$ cat config.mk
export PLATFORM = sky130hd
export DESIGN_NAME = csphr_div
export DESIGN_NICKNAME = d
export VERILOG_FILES = /design/src/hw/rtl/csphr_pkg.sv /design/src/hw/rtl/csphr_div.sv
export SDC_FILE = /design/constraint.sdc
export NUM_CORES = 1
export LEC_CHECK = 0
export BUFFER_PORTS_ARGS = -buffer_cell sky130_fd_sc_hd__buf_2
export CAP_MARGIN = 20
export CORE_ASPECT_RATIO = 1.1
export CORE_UTILIZATION = 25
export DETAILED_ROUTE_END_ITERATION = 6
export PLACE_DENSITY = 0.48
export SETUP_SLACK_MARGIN = 0.02
export SLEW_MARGIN = 10
export SYNTH_ARGS = -nofsm -noshare
export SYNTH_HDL_FRONTEND = slang
export SYNTH_SLANG_ARGS = --single-unit
export TNS_END_PERCENT = 10
$ cat constraint.sdc
create_clock -name clk -period 3.4 [get_ports clk]
set_input_delay 0.17 -clock clk [delete_from_list [all_inputs] [get_ports clk]]
set_output_delay 0.17 -clock clk [all_outputs]
set_load 0.01 [all_outputs]
$ cat src/hw/rtl/csphr_pkg.sv
// csphr_pkg: widths, constants, register codes and sideband types of the
// checkered sphere texel pipeline
// no dependencies
package csphr_pkg;

  localparam int R_W      = 8;
  localparam int COL_W    = 9;
  localparam int COEF_W   = 16;
  localparam int XY_W     = 11;
  localparam int X1_W     = 26;
  localparam int Z_W      = 14;
  localparam int RAD_W    = 28;
  localparam int REM_W    = 15;
  localparam int X2_W     = 42;
  localparam int PR_W     = 41;
  localparam int PT_W     = 60;
  localparam int NUM_W    = 15;
  localparam int Q_W      = 8;
  localparam int L_W      = 9;
  localparam int PADDR_W  = 5;
  localparam int BAND_N   = 8;

  localparam logic [18:0] TAN_EIGHTH_Q20 = 19'd434334;
  localparam logic [7:0]  RED_LEVEL      = 8'd216;
  localparam logic [7:0]  FULL_LEVEL     = 8'd255;
  localparam logic [8:0]  LIGHT_BASE     = 9'd128;

  // negated band cosines, q16
  localparam logic signed [17:0] NEG_BAND_Q16 [0:BAND_N-1] = '{
    -18'sd60547, -18'sd46341, -18'sd25080, 18'sd0,
    18'sd25080, 18'sd46341, 18'sd60547, 18'sd65536
  };

  typedef enum logic [2:0] {
    REG_RADIUS    = 3'd0,
    REG_TILT_COS  = 3'd1,
    REG_TILT_SIN  = 3'd2,
    REG_SPIN_COS  = 3'd3,
    REG_SPIN_SIN  = 3'd4
  } reg_idx_t;

  typedef struct packed {
    logic                   hit;
    logic signed [X1_W-1:0] x1;
    logic signed [X1_W-1:0] y1;
  } sq_side_t;

  typedef struct packed {
    logic hit;
    logic parity;
  } div_side_t;

endpackage

$ cat src/hw/rtl/csphr_div.sv
// csphr_div: pipelined restoring divider, one quotient bit per stage
// depends on csphr_pkg
module csphr_div (
  input  logic                              clk,
  input  logic                              rst_n,
  input  logic                              in_valid,
  input  logic [csphr_pkg::NUM_W-1:0]       in_num,
  input  logic [csphr_pkg::R_W-1:0]         in_den,
  input  csphr_pkg::div_side_t              in_side,
  output logic                              out_valid,
  output logic [csphr_pkg::Q_W-1:0]         out_quot,
  output csphr_pkg::div_side_t              out_side
);

  localparam int NS = csphr_pkg::Q_W;

  logic                              valid_r [1:NS];
  logic [csphr_pkg::NUM_W-1:0]       rem_r   [1:NS];
  logic [csphr_pkg::Q_W-1:0]         quot_r  [1:NS];
  csphr_pkg::div_side_t              side_r  [1:NS];

  for (genvar s = 0; s < NS; s++) begin : g_stage
    logic                          v_p;
    logic [csphr_pkg::NUM_W-1:0]   rem_p;
    logic [csphr_pkg::Q_W-1:0]     quot_p;
    csphr_pkg::div_side_t          side_p;
    logic [csphr_pkg::NUM_W:0]     sub;
    logic                          take;

    if (s == 0) begin : g_first
      assign v_p    = in_valid;
      assign rem_p  = in_num;
      assign quot_p = '0;
      assign side_p = in_side;
    end else begin : g_next
      assign v_p    = valid_r[s];
      assign rem_p  = rem_r[s];
      assign quot_p = quot_r[s];
      assign side_p = side_r[s];
    end

    assign sub  = (csphr_pkg::NUM_W+1)'(in_den) << (NS - 1 - s);
    assign take = {1'b0, rem_p} >= sub;

    always_ff @(posedge clk) begin
      if (!rst_n) begin
        valid_r[s+1] <= 1'b0;
      end else begin
        valid_r[s+1] <= v_p;
      end
      rem_r[s+1]  <= take ? csphr_pkg::NUM_W'({1'b0, rem_p} - sub) : rem_p;
      quot_r[s+1] <= {quot_p[csphr_pkg::Q_W-2:0], take};
      side_r[s+1] <= side_p;
    end
  end

  assign out_valid = valid_r[NS];
  assign out_quot  = quot_r[NS];
  assign out_side  = side_r[NS];

endmodule

==> summary.txt <==
STA
  – Final setup violation count: 0
  – Least-Margin Pin Slew: 0.5366 ns
  – Fmax: 0.3401 GHz
  – Slew Limit Fails: 0
  – Total negative slack: 0 ns
  – Slew margin rel.: 0.6372
  – Hold WS: 0.02119 ns
  – Period utilisation layout: 0.8648
  – Hold Vio Cnt, Final: 0
  – RSZ-0062 raised after global routing: false
  – Fin crit period: 2.940 ns
  – Setup Skew: 0.01208 ns

Route
  – Vias: 5190
  – WL/cell: 14.22 µm
  – Via/cell ratio: 4.486
  – Number of routed nets with antenna violations: 0
  – Final wirelength: 16.45 mm
  – Drt first pass iters: 4
  – Post-route DRC violation count: 0
  – First-iteration detailed-routing DRC count: 249

Setup path
  – CP max FO: 14
  – Most frequent CP cell: inv_1
  – Critical-path cell list: inv_1 -> ha_1 -> inv_1 -> fa_1 -> a211oi_1 -> o21bai_1 -> o311a_1 -> or4_1 -> mux2_2
  – Buf/Inv on CP: 2
  – Delay-heaviest family, CP: compound AO/OA/AOI/OAI gates
  – Arr. time, crit path: 3.26 ns
  – Setup crit start kind: flop
  – Reg2reg path depth: 9
  – Slowest stage delay, CP: 0.74 ns
  – Reg2reg start: rem_r[0][63]
  – Reg2reg setup slack: 0.46 ns
  – CP Capture Type: flop
  – Capturing point of the worst reg2reg path: rem_r[0][81]
  – Slowest cell on crit path: or4_1
  – Stages on the worst setup path: 9
  – Crit path required time: 3.72 ns
  – Worst setup path category: flop to flop

Global route
  – GRT Resource Usage Total: 0.1200
  – Vias in the first global route: 5246
  – Largest net degree at the start of global routing: 17
  – Initial antenna violation count: 0
  – First-pass GRT wire length: 26.85 mm
  – GRT Residual Overflow: 0

Placed design
  – Dpl cell area: 7878 µm²
  – GPL Wtd Cong: 0.7972
  – DP Wirelength: 12.62 mm
  – PortBufs: 38

Floorplanning
  – Die X: 163.6 µm
  – Rows: 64
  – Die ar.: 29420 µm²
  – Die Y: 179.8 µm
  – Core area: 28030 µm²
  – Starting Density: 0.2563
  – Ports: 39

Logic synthesis
  – Synth Cell Area: 7184 µm²
  – Post-Synthesis Cells: 703
  – Fraction of registers with async set/reset: 0
  – Post-synthesis cell type count: 59
  – Post-Syn Area per Cell: 10.22 µm²
  – YS warnings: 0
  – Post-Synthesis Net Count: 802
  – Seq cells post-synth: 165
  – Top FF cell, synth: dfxtp_1
  – Post-synthesis sequential area ratio: 0.4598
  – EDFF count, synth: 0

CTS
  – Post-CTS Setup Inserts: 0
  – Max Root-Sink Buffers: 2
  – Post-CTS sizing: 0
  – Cts bufs inserted: 17
  – Clock sinks: 165
  – CTS tree: done
  – Clock root buffer master: clkbuf_16
  – Clk slew on worst S/H paths: 0.07 ns
  – Clk_lat worst skew: 0.44 ns
  – CTS H-Tree Depth: 4

Power and ir drop
  – Power Dens Cells: 895.0 nW/µm²
  – Leakage power: 3.688 nW
  – Max IR drop VDD: 0.0002751 V
  – Total Power: 7.754 mW

Run
  – Max-cap check violation count: 0

Layout
  – Area growth, synth to finish: 20.59%
  – Final instance area: 8663 µm²
  – N_diodes: 0
  – Layout cells sized above 1: 0.1486
  – Final #Nets: 880

Outcome
  – Status: finished, final reports clean

Min path
  – Hold path depth: 2
  – Hold Startpoint: rst_n
  – Worst Hold Class: input pin to flop
  – Hold endpoint: valid_r[0][3]
## cell families after synthesis
logic type      synth area share
simple gates              0.1315
compound gates            0.1500
flops                     0.4598
fa+ha+maj                 0.1310
buf+inv                  0.02612
xor+xnor                 0.04511
mux                      0.05660
## report_power, final
group          switching (mW)  total [mW]  internal [mW]
logic                    1.50        2.90           1.40
registers               0.338        2.87           2.54
clock network           0.835        1.98           1.15
total                    2.67        7.75           5.09
## what timing repair did
action                                  in CTS  in global routing
hold buffers                                17                  0
endpoints found under the setup margin       0                  0
hold endpoints to repair                    17                  0
## synthesized netlist by cell type (5+ instances only)
library cell  count  area share
o21bai_1          5      0.0052
inv_1            38       0.020
dfxtp_1         165        0.46
o31ai_1           6      0.0063
o21a_1           15       0.016
clkbuf_1          6      0.0031
nor4_1            8      0.0070
nand3_1           6      0.0042
nor3_1           16       0.011
nor4b_1           5      0.0061
mux2_2           29       0.045
o21ai_0          49       0.034
a21oi_1          36       0.025
a211oi_1          7      0.0073
nor2_1           56       0.029
a21o_1           13       0.014
nand2_1          28       0.015
nand2b_1          8      0.0070
fa_1              7       0.020
nor2b_1          12       0.010
xnor2_1          18       0.022
or3_1             5      0.0044
and2_1            9      0.0078
xor2_1           19       0.023
nand4_1           7      0.0061
ha_1             64        0.11
mux2i_1           8       0.011
o31a_1            7      0.0085
## per-stage QoR
step                std cells  utilization  setup slack [ns]
global placement         1108       0.2811            0.4679
detailed placement       1108       0.2811            0.4499
floorplan                 703            -            0.7308
CTS                      1157       0.3091            0.4532
finish                   1157       0.3091            0.4598
global route             1157       0.3091            0.2747
## flip-flops by register name (all words and copies together), names as in the netlist
name / count
rem_r: 105
quot_r: 36
side_r: 16
valid_r: 8
## metal layers
layer / track usage / part of all wire / up-vias
met3: 0.02607 / 0.025 / 31
met5: 0 / 0 / -
met4: 0.06074 / 0.033 / 0
li1: - / - / 2680
met2: 0.2037 / 0.49 / 68
met1: 0.1405 / 0.45 / 2411
## cells in the final DEF, fill, tap and decap left out, drive strengths merged, types with 7 or more instances in the layout
master	Yosys	final
nor3	16	16
mux2	29	29
nand2b	8	8
dlygate4sd3	0	17
nor4	8	8
nand4	7	7
mux2i	8	8
o21a	15	15
a211oi	8	8
xor2	19	19
dfxtp	165	165
nor2b	12	12
and2	9	9
inv	39	44
a21o	13	13
buf	2	50
o21ai	49	49
fa	7	7
xnor2	18	18
a21oi	36	36
nor2	56	56
ha	64	64
nand2	28	28
clkbuf	6	19
o31a	7	7
## cell type report
class                           instances  area, µm²
Clock buffer                           19      452.9
Multi-Input combinational cell        491       3694
Tap cell                              363      454.2
Timing Repair Buffer                   67      450.4
Fill cell                            2902      19360
Sequential cell                       165       3303
Clock inverter                         13      162.7
Inverter                               39      146.4
## worst max-delay path by stage
stage / from / end / slack [ns]
floorplan: rem_r[0][63] / rem_r[0][80] / 0.73
global placement: in_den[1] / rem_r[0][81] / 0.47
detailed placement: in_den[2] / rem_r[0][84] / 0.45
CTS: rem_r[0][63] / rem_r[0][84] / 0.45
global route: rem_r[0][63] / rem_r[0][84] / 0.27
finish: rem_r[0][63] / rem_r[0][81] / 0.46
Power figures use the tool's default switching activity.
