===== src/hw/rtl/csphr_pkg.sv =====
// csphr_pkg: widths, constants, register codes and sideband types of the
// checkered sphere texel pipeline
// no dependencies
package csphr_pkg;

  localparam int R_W      = 8;
  localparam int COL_W    = 9;
  localparam int COEF_W   = 16;
  localparam int XY_W     = 11;
  localparam int X1_W     = 26;
  localparam int Z_W      = 14;
  localparam int RAD_W    = 28;
  localparam int REM_W    = 15;
  localparam int X2_W     = 42;
  localparam int PR_W     = 41;
  localparam int PT_W     = 60;
  localparam int NUM_W    = 15;
  localparam int Q_W      = 8;
  localparam int L_W      = 9;
  localparam int PADDR_W  = 5;
  localparam int BAND_N   = 8;

  localparam logic [18:0] TAN_EIGHTH_Q20 = 19'd434334;
  localparam logic [7:0]  RED_LEVEL      = 8'd216;
  localparam logic [7:0]  FULL_LEVEL     = 8'd255;
  localparam logic [8:0]  LIGHT_BASE     = 9'd128;

  // negated band cosines, q16
  localparam logic signed [17:0] NEG_BAND_Q16 [0:BAND_N-1] = '{
    -18'sd60547, -18'sd46341, -18'sd25080, 18'sd0,
    18'sd25080, 18'sd46341, 18'sd60547, 18'sd65536
  };

  typedef enum logic [2:0] {
    REG_RADIUS    = 3'd0,
    REG_TILT_COS  = 3'd1,
    REG_TILT_SIN  = 3'd2,
    REG_SPIN_COS  = 3'd3,
    REG_SPIN_SIN  = 3'd4
  } reg_idx_t;

  typedef struct packed {
    logic                   hit;
    logic signed [X1_W-1:0] x1;
    logic signed [X1_W-1:0] y1;
  } sq_side_t;

  typedef struct packed {
    logic hit;
    logic parity;
  } div_side_t;

endpackage


===== src/hw/rtl/csphr_sqrt.sv =====
// csphr_sqrt: pipelined integer square root, one result bit per stage
// depends on csphr_pkg
module csphr_sqrt (
  input  logic                              clk,
  input  logic                              rst_n,
  input  logic                              in_valid,
  input  logic [csphr_pkg::RAD_W-1:0]       in_rad,
  input  csphr_pkg::sq_side_t               in_side,
  output logic                              out_valid,
  output logic [csphr_pkg::Z_W-1:0]         out_root,
  output csphr_pkg::sq_side_t               out_side
);

  localparam int NS = csphr_pkg::Z_W;

  logic                              valid_r [1:NS];
  logic [csphr_pkg::REM_W-1:0]       rem_r   [1:NS];
  logic [csphr_pkg::Z_W-1:0]         root_r  [1:NS];
  logic [csphr_pkg::RAD_W-1:0]       rad_r   [1:NS];
  csphr_pkg::sq_side_t               side_r  [1:NS];

  for (genvar s = 0; s < NS; s++) begin : g_stage
    logic                          v_p;
    logic [csphr_pkg::REM_W-1:0]   rem_p;
    logic [csphr_pkg::Z_W-1:0]     root_p;
    logic [csphr_pkg::RAD_W-1:0]   rad_p;
    csphr_pkg::sq_side_t           side_p;
    logic [csphr_pkg::REM_W+1:0]   rem_t;
    logic [csphr_pkg::REM_W+1:0]   trial;
    logic [csphr_pkg::REM_W-1:0]   rem_nxt;
    logic [csphr_pkg::Z_W-1:0]     root_nxt;

    if (s == 0) begin : g_first
      assign v_p    = in_valid;
      assign rem_p  = '0;
      assign root_p = '0;
      assign rad_p  = in_rad;
      assign side_p = in_side;
    end else begin : g_next
      assign v_p    = valid_r[s];
      assign rem_p  = rem_r[s];
      assign root_p = root_r[s];
      assign rad_p  = rad_r[s];
      assign side_p = side_r[s];
    end

    always_comb begin
      rem_t = {rem_p, rad_p[csphr_pkg::RAD_W-1 -: 2]};
      trial = {1'b0, root_p, 2'b01};
      if (rem_t >= trial) begin
        rem_nxt  = csphr_pkg::REM_W'(rem_t - trial);
        root_nxt = {root_p[csphr_pkg::Z_W-2:0], 1'b1};
      end else begin
        rem_nxt  = csphr_pkg::REM_W'(rem_t);
        root_nxt = {root_p[csphr_pkg::Z_W-2:0], 1'b0};
      end
    end

    always_ff @(posedge clk) begin
      if (!rst_n) begin
        valid_r[s+1] <= 1'b0;
      end else begin
        valid_r[s+1] <= v_p;
      end
      rem_r[s+1]  <= rem_nxt;
      root_r[s+1] <= root_nxt;
      rad_r[s+1]  <= {rad_p[csphr_pkg::RAD_W-3:0], 2'b00};
      side_r[s+1] <= side_p;
    end
  end

  assign out_valid = valid_r[NS];
  assign out_root  = root_r[NS];
  assign out_side  = side_r[NS];

endmodule


===== config.mk =====
export PLATFORM = sky130hd
export DESIGN_NAME = csphr_sqrt
export DESIGN_NICKNAME = d
export VERILOG_FILES = /design/src/hw/rtl/csphr_pkg.sv /design/src/hw/rtl/csphr_sqrt.sv
export SDC_FILE = /design/constraint.sdc
export NUM_CORES = 1
export LEC_CHECK = 0
export BUFFER_PORTS_ARGS = -buffer_cell sky130_fd_sc_hd__clkbuf_2
export CORE_UTILIZATION = 40
export DETAILED_ROUTE_END_ITERATION = 6
export PLACE_DENSITY = 0.6
export SLEW_MARGIN = 20
export SYNTH_ARGS = -nofsm -noshare
export SYNTH_HDL_FRONTEND = slang
export SYNTH_SLANG_ARGS = --single-unit
export TNS_END_PERCENT = 100

===== constraint.sdc =====
create_clock -name clk -period 2.9 [get_ports clk]
set_clock_uncertainty 0.05 [all_clocks]
set_input_delay 0.29 -clock clk [delete_from_list [all_inputs] [get_ports clk]]
set_output_delay 0.29 -clock clk [all_outputs]
set_load 0.05 [all_outputs]

==> flow_summary.json <==
{
  "hold_end": "side_r[0][88]",
  "antennaDiodeCount": 0,
  "multi_input_area_mm2": 0.00703,
  "grt_pass1_vias": 16500,
  "ir_drop_uv": 756,
  "ys_seq_area_share_pct": 76.2,
  "nFillCells": 6753,
  "drive_gt1_share_pct": 14.4,
  "fp.dieW_um": 285,
  "postSynthCellCount": 2372,
  "setup_violations": 0,
  "final_nets": 2916,
  "r2r_start": "root_r[6][0]",
  "globalRoute.totalOverflow": 0,
  "power.leakage_nw": 17.6,
  "ff2ff_path_depth": 9,
  "worstSetupPathDepth": 9,
  "synth_edf_count": 0,
  "path_buf_inv": 2,
  "r2r_setup_slack_ns": 0.33,
  "clock-sinks": 1223,
  "die_area_mm2": 0.0815,
  "startpoint": "root_r[6][0]",
  "yosysWarnings": 0,
  "period_share_pct": 88.5,
  "yosys.area_share.simple_pct": 6.30,
  "cts_made_buffers": 112,
  "synth_ff_type": "dfxtp_1",
  "clkSlewWorstSetupHoldPaths_ns": 0.07,
  "pre_cts_ws_ns": 0.370,
  "critPathTopFamily": "simple AND/OR/NAND/NOR gates",
  "crit_type": "reg -> reg",
  "regArea_mm2": 0.0245,
  "grt_max_degree": 20,
  "drc": 0,
  "place.detailed.hpwl_um": 31400,
  "grtUsageTotal_pct": 11.4,
  "syn_to_final_growth_pct": 22.1,
  "async_reset_ff_share_pct": 0,
  "max-cap-violations": 0,
  "drt-pass1-iter-count": 5,
  "setup_ws_ns": 0.333,
  "gp_congestion": 0.876,
  "syn_avg_cell_area_um2": 13.5,
  "final_common_cell": "dfxtp_1",
  "hold_viol": 0,
  "hold_class": "in -> reg",
  "io_buffers": 151,
  "synth_top_family_by_area": "simple AND/OR/NAND/NOR gates",
  "viasPerCell": 4.30,
  "worstPathCellList": "inv_1, ha_1, o21a_1, or4_1, nand3b_1, nand2_1, o21ai_2, buf_4, mux2_2",
  "num_vias": 16600,
  "cts_tree": "built",
  "row_count": 103,
  "routed_wl_um": 46600,
  "fp.dieH_um": 285,
  "critPathSlowestCell": "or4_1",
  "start_util_pct": 40.6,
  "holdCritStartpoint": "in_side[35]",
  "placed_cells": 3565,
  "grt_pass1_wl_um": 76500,
  "cts_buffer_depth": 3,
  "critPathRequiredTime_ns": 3.36,
  "synth.net_count": 2574,
  "slowest_delay_ns": 0.46,
  "ant_nets": 0,
  "r2r_end": "rem_r[6][25]",
  "cp_max_fo": 15,
  "p_per_area_mw_per_mm2": 1020,
  "tightest_slew_ns": 0.670,
  "timing.fmax_mhz": 390,
  "synthAdderAreaFrac_pct": 4.59,
  "finalMaxSlewViolations": 0,
  "post_cts.repair.setup_buffers": 0,
  "synth_cell_types": 71,
  "ioPinCount": 152,
  "synth_compound_area_share_pct": 6.21,
  "insertion_delay_ns": 0.66,
  "antenna_found_initial": 2,
  "synth_mux_area_share_pct": 1.37,
  "ys_seq_elements": 1223,
  "rsz0062_at_grt": "no",
  "syn_area_mm2": 0.0321,
  "critPathArrivalTime_ns": 3.02,
  "wl_per_cell_um": 12.1,
  "cts-root-buf": "clkbuf_16",
  "status": "finished clean",
  "worst_setup_path_start_kind": "flip-flop",
  "tns_ns": 0,
  "synth_xor_area_share_pct": 3.38,
  "htreeDepth": 3,
  "stdcell_count": 3857,
  "max_slew_margin_pct": 54.2,
  "post-route-min-period_ns": 2.57,
  "final_cell_mix": "dfxtp_1, clkbuf_2, inv_1",
  "core_area_mm2": 0.0793,
  "min_path_cells": 2,
  "drt_iter0_markers": 501,
  "cp-end-kind": "flip-flop"
}
final cells by class:
class / count / area share (%)
Inverter: 139 / 1.34
Timing Repair Buffer: 246 / 4.28
Sequential cell: 1223 / 62.4
Clock buffer: 149 / 8.03
Multi-Input combinational cell: 992 / 17.9
Clock inverter: 58 / 2.72
Tap cell: 1050 / 3.35
synthesized netlist by cell type (8+ instances only):
library cell / number / area, um2
nand2_1: 71 / 267
nand2b_1: 16 / 100
xnor2_1: 74 / 648
nor2_1: 123 / 462
o31ai_1: 11 / 82.6
ha_1: 118 / 1480
nor4_1: 24 / 150
or2_2: 8 / 50.1
xor2_1: 50 / 438
o2111ai_1: 9 / 78.8
dfxtp_1: 1223 / 24500
and2_1: 22 / 138
a21o_1: 25 / 188
or3_1: 9 / 56.3
a31oi_1: 11 / 68.8
a21oi_1: 87 / 435
o211ai_1: 14 / 105
inv_1: 135 / 507
o21ai_0: 67 / 335
a211oi_1: 9 / 67.6
nor2b_1: 17 / 106
mux2i_1: 9 / 90.1
nor3_1: 30 / 150
nand3_1: 27 / 135
nand4_1: 21 / 131
mux2_2: 31 / 349
o21a_1: 25 / 188
buf_2: 9 / 45.0
metal layers:
layer	part of all wire, %	up-vias	track usage (%)
met3	4.8	117	2.78
li1	-	8588	-
met4	3.7	0	5.83
met2	49	353	20.1
met1	43	7533	12.6
met5	0	-	0
what timing repair did:
item,4_1_cts,5_1_grt
hold endpoints to repair,95,0
hold buffers,85,0
gates resized for setup,0,0
setup endpoints to repair,0,0
cell families (layout without fill, tap and decap cells):
group	count (synthesis)	in the layout
compound gates	307	307
xor+xnor	124	124
fa+ha+maj	118	118
buf+inv	157	592
flops	1223	1223
mux	40	40
other cells	1	1
simple gates	402	402
how the worst max path moves through the flow:
| stage | end | slack, ns |
|---|---|---|
| finish | rem_r[6][25] | 0.33 |
| global route | rem_r[4][7] | 0.15 |
| CTS | rem_r[6][25] | 0.32 |
| detailed placement | rem_r[6][27] | 0.37 |
| global placement | rem_r[6][17] | 0.42 |
| floorplan | rem_r[6][22] | 0.50 |
where the power goes:
group          leakage, nW  switching [mW]  internal, mW  total, mW
Clock                 2.04            6.17          9.77       15.9
Sequential            10.3           0.876          18.6       19.4
Combinational         5.23            2.39          2.10       4.49
worst reg2reg max path: stages, from the launching register on:
cell      delay [ns]
dfxtp_1         0.33
inv_1           0.05
ha_1            0.33
o21a_1          0.14
or4_1           0.46
nand3b_1        0.17
nand2_1         0.14
o21ai_2         0.15
buf_4           0.24
mux2_2          0.36
registers in the layout, summed over array words and instances (netlist names):
signal   flops
root_r     105
side_r     742
valid_r     14
rad_r      182
rem_r      180
through the flow:
step	instance area, um2	util (%)	hold WS [ns]	power, mW
after CTS	39200	49.5	0.129	40.4
after global placement	34200	43.1	0.259	24.0
final	39200	49.5	0.192	39.9
after detailed placement	34200	43.1	0.262	24.2
after global routing	39200	49.5	0.145	41.8
after floorplan	32100	-	0.260	23.0
(Power assumes the default switching activity.)
